===== src/rtl/core/wstd_pkg.sv =====
// Shared types and constants for the weighted server task dispatch unit.
// Used by wstd_cell and weighted_server_task_dispatch_unit; depends on nothing.
`timescale 1ns / 1ps

package wstd_pkg;

  localparam int SRV_IDX_W = 6;
  localparam int TIME_W    = 32;
  localparam int WEIGHT_W  = 16;
  localparam int DUR_W     = 16;

  localparam logic [TIME_W-1:0] TIME_MAX = {TIME_W{1'b1}};

  localparam logic FUNC_LOAD = 1'b0;
  localparam logic FUNC_TASK = 1'b1;

  typedef enum logic [1:0] {
    ST_IDLE,
    ST_SCAN,
    ST_DONE
  } state_t;

  typedef struct packed {
    logic                 tok;
    logic                 valid;
    logic                 free;
    logic [WEIGHT_W-1:0]  weight;
    logic [TIME_W-1:0]    ftime;
    logic [SRV_IDX_W-1:0] idx;
  } cand_t;

  typedef struct packed {
    logic                 wt_en;
    logic [SRV_IDX_W-1:0] wt_sel;
    logic [WEIGHT_W-1:0]  wt_value;
    logic                 ft_en;
    logic [SRV_IDX_W-1:0] ft_sel;
    logic [TIME_W-1:0]    ft_value;
  } upd_t;

endpackage


===== src/rtl/core/weighted_server_task_dispatch_unit.sv =====
// Top level of the weighted server task dispatch unit: control, arrival counter, results.
// Depends on wstd_pkg and wstd_cell.
//
//   channel | handshake          | payload
//   in      | in_valid, in_stall | func, server_sel, weight_value, task_duration
//   out     | out_valid,out_stall| assigned_server, start_second, time_saturated
//
// A weight load gives no result.
// A task passes through the start register, then one register per server cell as the
// best candidate walks the chain, then the control seeing the end of the chain,
// and then the write-back of the winner's free time.
// Reset clears all weights, free times and the arrival counter.
// A finished result waits in the output register; a new request is taken meanwhile,
// and a task finishing while that register is still stalled waits for it.
`timescale 1ns / 1ps

module weighted_server_task_dispatch_unit #(
  parameter int NUM_SERVERS = 8
) (
  input  logic        clk,
  input  logic        rst,
  input  logic        in_valid,
  output logic        in_stall,
  input  logic        func,
  input  logic [2:0]  server_sel,
  input  logic [15:0] weight_value,
  input  logic [15:0] task_duration,
  output logic        out_valid,
  input  logic        out_stall,
  output logic [2:0]  assigned_server,
  output logic [31:0] start_second,
  output logic        time_saturated
);
  import wstd_pkg::*;

  state_t            state;
  state_t            state_next;
  logic [TIME_W-1:0] arrival;
  logic [DUR_W-1:0]  duration;
  logic              go_q;
  logic              in_take;
  logic              finish;
  upd_t              upd;
  cand_t             chain [NUM_SERVERS+1];
  cand_t             best;
  logic [TIME_W-1:0] start;
  logic [TIME_W:0]   fin;
  logic              sat;

  assign in_stall = state != ST_IDLE;
  assign in_take  = in_valid && !in_stall;
  assign best     = chain[NUM_SERVERS];

  always_ff @(posedge clk) begin
    if (rst) begin
      state <= ST_IDLE;
    end else begin
      state <= state_next;
    end
  end

  always_comb begin
    state_next = state;
    finish     = 1'b0;
    unique case (state)
      ST_IDLE: begin
        if (in_take && func == FUNC_TASK) begin
          state_next = ST_SCAN;
        end
      end
      ST_SCAN: begin
        if (best.tok) begin
          state_next = ST_DONE;
        end
      end
      ST_DONE: begin
        if (!out_valid || !out_stall) begin
          finish     = 1'b1;
          state_next = ST_IDLE;
        end
      end
      default: state_next = ST_IDLE;
    endcase
  end

  always_comb begin
    start = best.free ? arrival : best.ftime;
    fin   = {1'b0, start} + {{(TIME_W+1-DUR_W){1'b0}}, duration};
    sat   = fin[TIME_W] || arrival == TIME_MAX;
  end

  always_comb begin
    upd.wt_en    = in_take && func == FUNC_LOAD;
    upd.wt_sel   = {{(SRV_IDX_W-3){1'b0}}, server_sel};
    upd.wt_value = weight_value;
    upd.ft_en    = finish;
    upd.ft_sel   = best.idx;
    upd.ft_value = fin[TIME_W] ? TIME_MAX : fin[TIME_W-1:0];
  end

  always_ff @(posedge clk) begin
    if (rst) begin
      go_q    <= 1'b0;
      arrival <= '0;
    end else begin
      go_q <= in_take && func == FUNC_TASK;
      if (finish && arrival != TIME_MAX) begin
        arrival <= arrival + 1'b1;
      end
    end
  end

  always_ff @(posedge clk) begin
    if (in_take) begin
      duration <= task_duration;
    end
  end

  always_comb begin
    chain[0]       = '0;
    chain[0].tok   = go_q;
    chain[0].valid = 1'b0;
  end

  for (genvar g = 0; g < NUM_SERVERS; g++) begin : g_cell
    wstd_cell #(
      .CELL_IDX(g)
    ) u_cell (
      .clk     (clk),
      .rst     (rst),
      .cand_in (chain[g]),
      .arrival (arrival),
      .upd     (upd),
      .cand_out(chain[g+1])
    );
  end

  always_ff @(posedge clk) begin
    if (rst) begin
      out_valid <= 1'b0;
    end else if (finish) begin
      out_valid <= 1'b1;
    end else if (!out_stall) begin
      out_valid <= 1'b0;
    end
  end

  always_ff @(posedge clk) begin
    if (finish) begin
      assigned_server <= best.idx[2:0];
      start_second    <= start;
      time_saturated  <= sat;
    end
  end

endmodule


===== src/rtl/core/wstd_cell.sv =====
// One server cell: holds a weight and a free time, and passes the best candidate on.
// Depends on wstd_pkg.
`timescale 1ns / 1ps

module wstd_cell #(
  parameter int CELL_IDX = 0
) (
  input  logic            clk,
  input  logic            rst,
  input  wstd_pkg::cand_t cand_in,
  input  logic [31:0]     arrival,
  input  wstd_pkg::upd_t  upd,
  output wstd_pkg::cand_t cand_out
);
  import wstd_pkg::*;

  localparam logic [SRV_IDX_W-1:0] MY_IDX = SRV_IDX_W'(CELL_IDX);

  logic [WEIGHT_W-1:0] weight;
  logic [TIME_W-1:0]   free_time;
  logic                tok_q;
  cand_t               data_q;
  cand_t               pick;
  logic                mine_free;
  logic                take;

  always_ff @(posedge clk) begin
    if (rst) begin
      weight    <= '0;
      free_time <= '0;
    end else begin
      if (upd.wt_en && upd.wt_sel == MY_IDX) begin
        weight <= upd.wt_value;
      end
      if (upd.ft_en && upd.ft_sel == MY_IDX) begin
        free_time <= upd.ft_value;
      end
    end
  end

  always_comb begin
    mine_free = free_time <= arrival;
    if (!cand_in.valid) begin
      take = 1'b1;
    end else if (mine_free != cand_in.free) begin
      take = mine_free;
    end else if (mine_free) begin
      take = weight < cand_in.weight;
    end else begin
      take = (free_time < cand_in.ftime) ||
             (free_time == cand_in.ftime && weight < cand_in.weight);
    end
    pick = cand_in;
    if (take) begin
      pick.valid  = 1'b1;
      pick.free   = mine_free;
      pick.weight = weight;
      pick.ftime  = free_time;
      pick.idx    = MY_IDX;
    end
  end

  always_ff @(posedge clk) begin
    if (rst) begin
      tok_q <= 1'b0;
    end else begin
      tok_q <= cand_in.tok;
    end
  end

  always_ff @(posedge clk) begin
    if (cand_in.tok) begin
      data_q <= pick;
    end
  end

  always_comb begin
    cand_out     = data_q;
    cand_out.tok = tok_q;
  end

endmodule


===== config.mk =====
export PLATFORM = sky130hd
export DESIGN_NAME = weighted_server_task_dispatch_unit
export DESIGN_NICKNAME = d
export VERILOG_FILES = /design/src/rtl/core/wstd_pkg.sv /design/src/rtl/core/weighted_server_task_dispatch_unit.sv /design/src/rtl/core/wstd_cell.sv
export SDC_FILE = /design/constraint.sdc
export NUM_CORES = 2
export LEC_CHECK = 0
export ABC_AREA = 1
export ABC_CLOCK_PERIOD_IN_PS = 5400
export BUFFER_PORTS_ARGS = -buffer_cell sky130_fd_sc_hd__buf_2
export CORE_MARGIN = 2
export CORE_UTILIZATION = 30
export DETAILED_ROUTE_END_ITERATION = 12
export PLACE_DENSITY = 0.51
export SYNTH_ARGS = -nofsm -noshare
export SYNTH_HDL_FRONTEND = slang
export SYNTH_HIERARCHICAL = 1
export SYNTH_SLANG_ARGS = --single-unit
export TNS_END_PERCENT = 100

===== constraint.sdc =====
create_clock -name clk -period 5.4 [get_ports clk]
set_input_delay 0.54 -clock clk [delete_from_list [all_inputs] [get_ports clk]]
set_output_delay 0.54 -clock clk [all_outputs]
set_load 0.03 [all_outputs]

==> key figures <==
Floorplanning
  – Die area: 191000 sq um
  – IO Count: 78
  – Die width: 437 um
  – Starting Density: 30.3%
  – Num rows: 158
  – Core area: 186000 sq um
  – Die Span Y: 437 um

Worst setup path
  – Critical path type: reg2reg
  – Crit start category: flop
  – Crit end category: flop
  – Worst-path fanout max: 31
  – CP Data Required Time: 6.04 ns
  – Arr. time, crit path: 4.63 ns

STA
  – Count of final hold-check violations: 0
  – Least-Margin Pin Slew: 1.22 ns
  – Setup TNS: 0 ns
  – Slew HR: 18.5%
  – Fin Hold WS: 0.0975 ns
  – Max Slew Vio Count: 0
  – Tmin final: 3.99 ns
  – Final worst-path cycle share: 74.0%
  – Unrepaired setup endpoints after global routing: no
  – Final Skew: 0.0336 ns
  – # setup viols final: 0
  – FMAX: 250 MHz

Job
  – Maximum Capacitance Violations: 0

Global route
  – Initial antenna violation count: 2
  – Vias in the first global route: 44400
  – GR Util All Layers: 19.0%
  – First-pass GRT wire length: 279000 um
  – Largest net degree at the start of global routing: 155
  – Gr ovfl total: 0

CTS
  – Clock latency at the later pin of the worst-skew pair: 0.73 ns
  – Reg clk slew, reported paths: 0.06 ns
  – Num CTS Buffers: 102
  – TritonCTS clock tree: done
  – Num Clock Sinks: 911
  – Post-CTS setup buffer count: 0
  – Clock root buffer: clkbuf_16
  – Clk buf depth: 3
  – CTS resizes: 0
  – H-Tree Depth: 3

Routing
  – M1 wire length: 83100 um
  – Routed len/inst: 18.6 um
  – Highest Signal Layer: met5
  – Routed via count: 46600
  – WL met2: 84400 um
  – Met3 WL: 9430 um
  – Routed wire length: 184000 um
  – DRC viols: 0
  – Antenna Violating Nets Remaining: 0
  – DRT Pass-1 Iters: 6
  – Detailed router's first-iteration violation count: 3544
  – Via-to-Cell Ratio: 4.72

Finish
  – Layout cells sized above 1: 7.24%
  – Register area: 23100 sq um
  – FILL cells: 19500
  – Area Overhead vs Synth: 11.7%
  – # nets final: 7991
  – Ant diodes: 0
  – Multi-input logic area: 28400 sq um

Pwr
  – Clk pwr share: 47.7%
  – Switch share: 22.9%
  – Peak supply drop: 0.238 mV
  – LEAKAGE: 0.0284 uW
  – Sw power: 3370 uW
  – Combinational power share: 2.7%
  – Pwr dens: 234 nW/um^2
  – Internal: 11400 uW
  – Seq pwr share: 49.5%

Synth
  – Cell area after synthesis: 56200 sq um
  – Post-Synthesis Cells: 7141
  – Syn Area/Cell: 7.87 sq um
  – Synth warn: 6

Place
  – RePlAce Congestion: 0.903
  – Port bufs: 77
  – Hpwl dp: 138000 um

Worst hold path
  – Worst Hold Class: in2reg

Status
  – Status: finished clean
==> through the flow <==
| step | area (sq um) | instances | utilization (%) | setup slack, ns | total power [uW] |
|---|---|---|---|---|---|
| global route | 62800 | 9869 | 33.8 | 1.22 | 15200 |
| global placement | 59300 | 9661 | 31.9 | 1.62 | 7820 |
| floorplan | 56700 | 7272 | - | 2.30 | 7650 |
| CTS | 62800 | 9869 | 33.8 | 1.44 | 14900 |
| detailed placement | 59300 | 9661 | 31.9 | 1.47 | 7830 |
| finish | 62800 | 9869 | 33.8 | 1.41 | 14700 |
==> worst paths after layout <==
path | startpoint | to | slack [ns] | cells after the start
setup / recovery | g_cell[7].u_cell/cand_out[54] | g_cell[2].u_cell/free_time[14] | 1.41 | 12
hold / removal | out_stall | out_valid | 0.1 | 3
setup reg to reg | g_cell[7].u_cell/cand_out[54] | g_cell[2].u_cell/free_time[14] | 1.41 | 12
hold reg to reg | g_cell[7].u_cell/weight[2] | g_cell[7].u_cell/weight[2] | 0.47 | 2
==> worst max-delay path, stage by stage, from the launching register on <==
cell      delay, ns
edfxtp_1       0.40
clkinv_2       0.15
buf_4          0.34
o21ai_0        0.20
ha_1           0.38
a21oi_1        0.11
o21ai_0        0.45
nor2_1         0.13
nand2_1        0.22
nand3_4        0.59
nand2_1        0.61
nand2_1        0.11
a21oi_1        0.18
==> timing repair <==
action	4_1_cts	5_1_grt
hold buffers	16	0
endpoints found under the hold margin	16	0
endpoints found under the setup margin	0	0
==> power by group through the flow <==
stage,logic [uW],registers [uW],clock network (uW)
after floorplan,211,7440,0
after global placement,380,7440,0
after detailed placement,385,7440,0
after CTS,395,7290,7200
after global routing,440,7290,7440
final,399,7290,7030
==> routing by layer <==
layer | vias to the layer above | GRT usage (%)
li1 | 23400 | -
met1 | 21800 | 25.3
met2 | 1227 | 31.3
met3 | 271 | 2.25
met4 | 4 | 7.41
met5 | - | 0
==> placed cells by master, fill, tap and decap left out, drive strengths merged, types with 58 or more instances in the layout <==
cell type,count
nand4,58
inv,977
conb,139
buf,162
nor2,338
nand2,2475
edfxtp,483
nand3,493
ha,649
a21oi,667
clkbuf,155
o21ai,81
dfxtp,428
==> cell type report <==
class                           count  share of cell area (%)
Multi-Input combinational cell   5133                    45.2
Tap cell                         2480                    4.94
Clock inverter                     37                   0.482
Timing Repair Buffer              178                    1.96
Inverter                          975                    5.83
Clock buffer                      155                    4.80
Sequential cell                   911                    36.8
==> state kept, by name, indices dropped and copies added (netlist names) <==
| register | cells |
|---|---|
| g_cell.u_cell/cand_out | 431 |
| g_cell.u_cell/tok_q | 8 |
| g_cell.u_cell/free_time | 256 |
| time_saturated | 1 |
| duration | 16 |
| go_q | 1 |
| start_second | 32 |
| state | 2 |
| g_cell.u_cell/weight | 128 |
| arrival | 32 |
| out_valid | 1 |
| assigned_server | 3 |
Note: power is estimated with default switching activity, not from simulation.
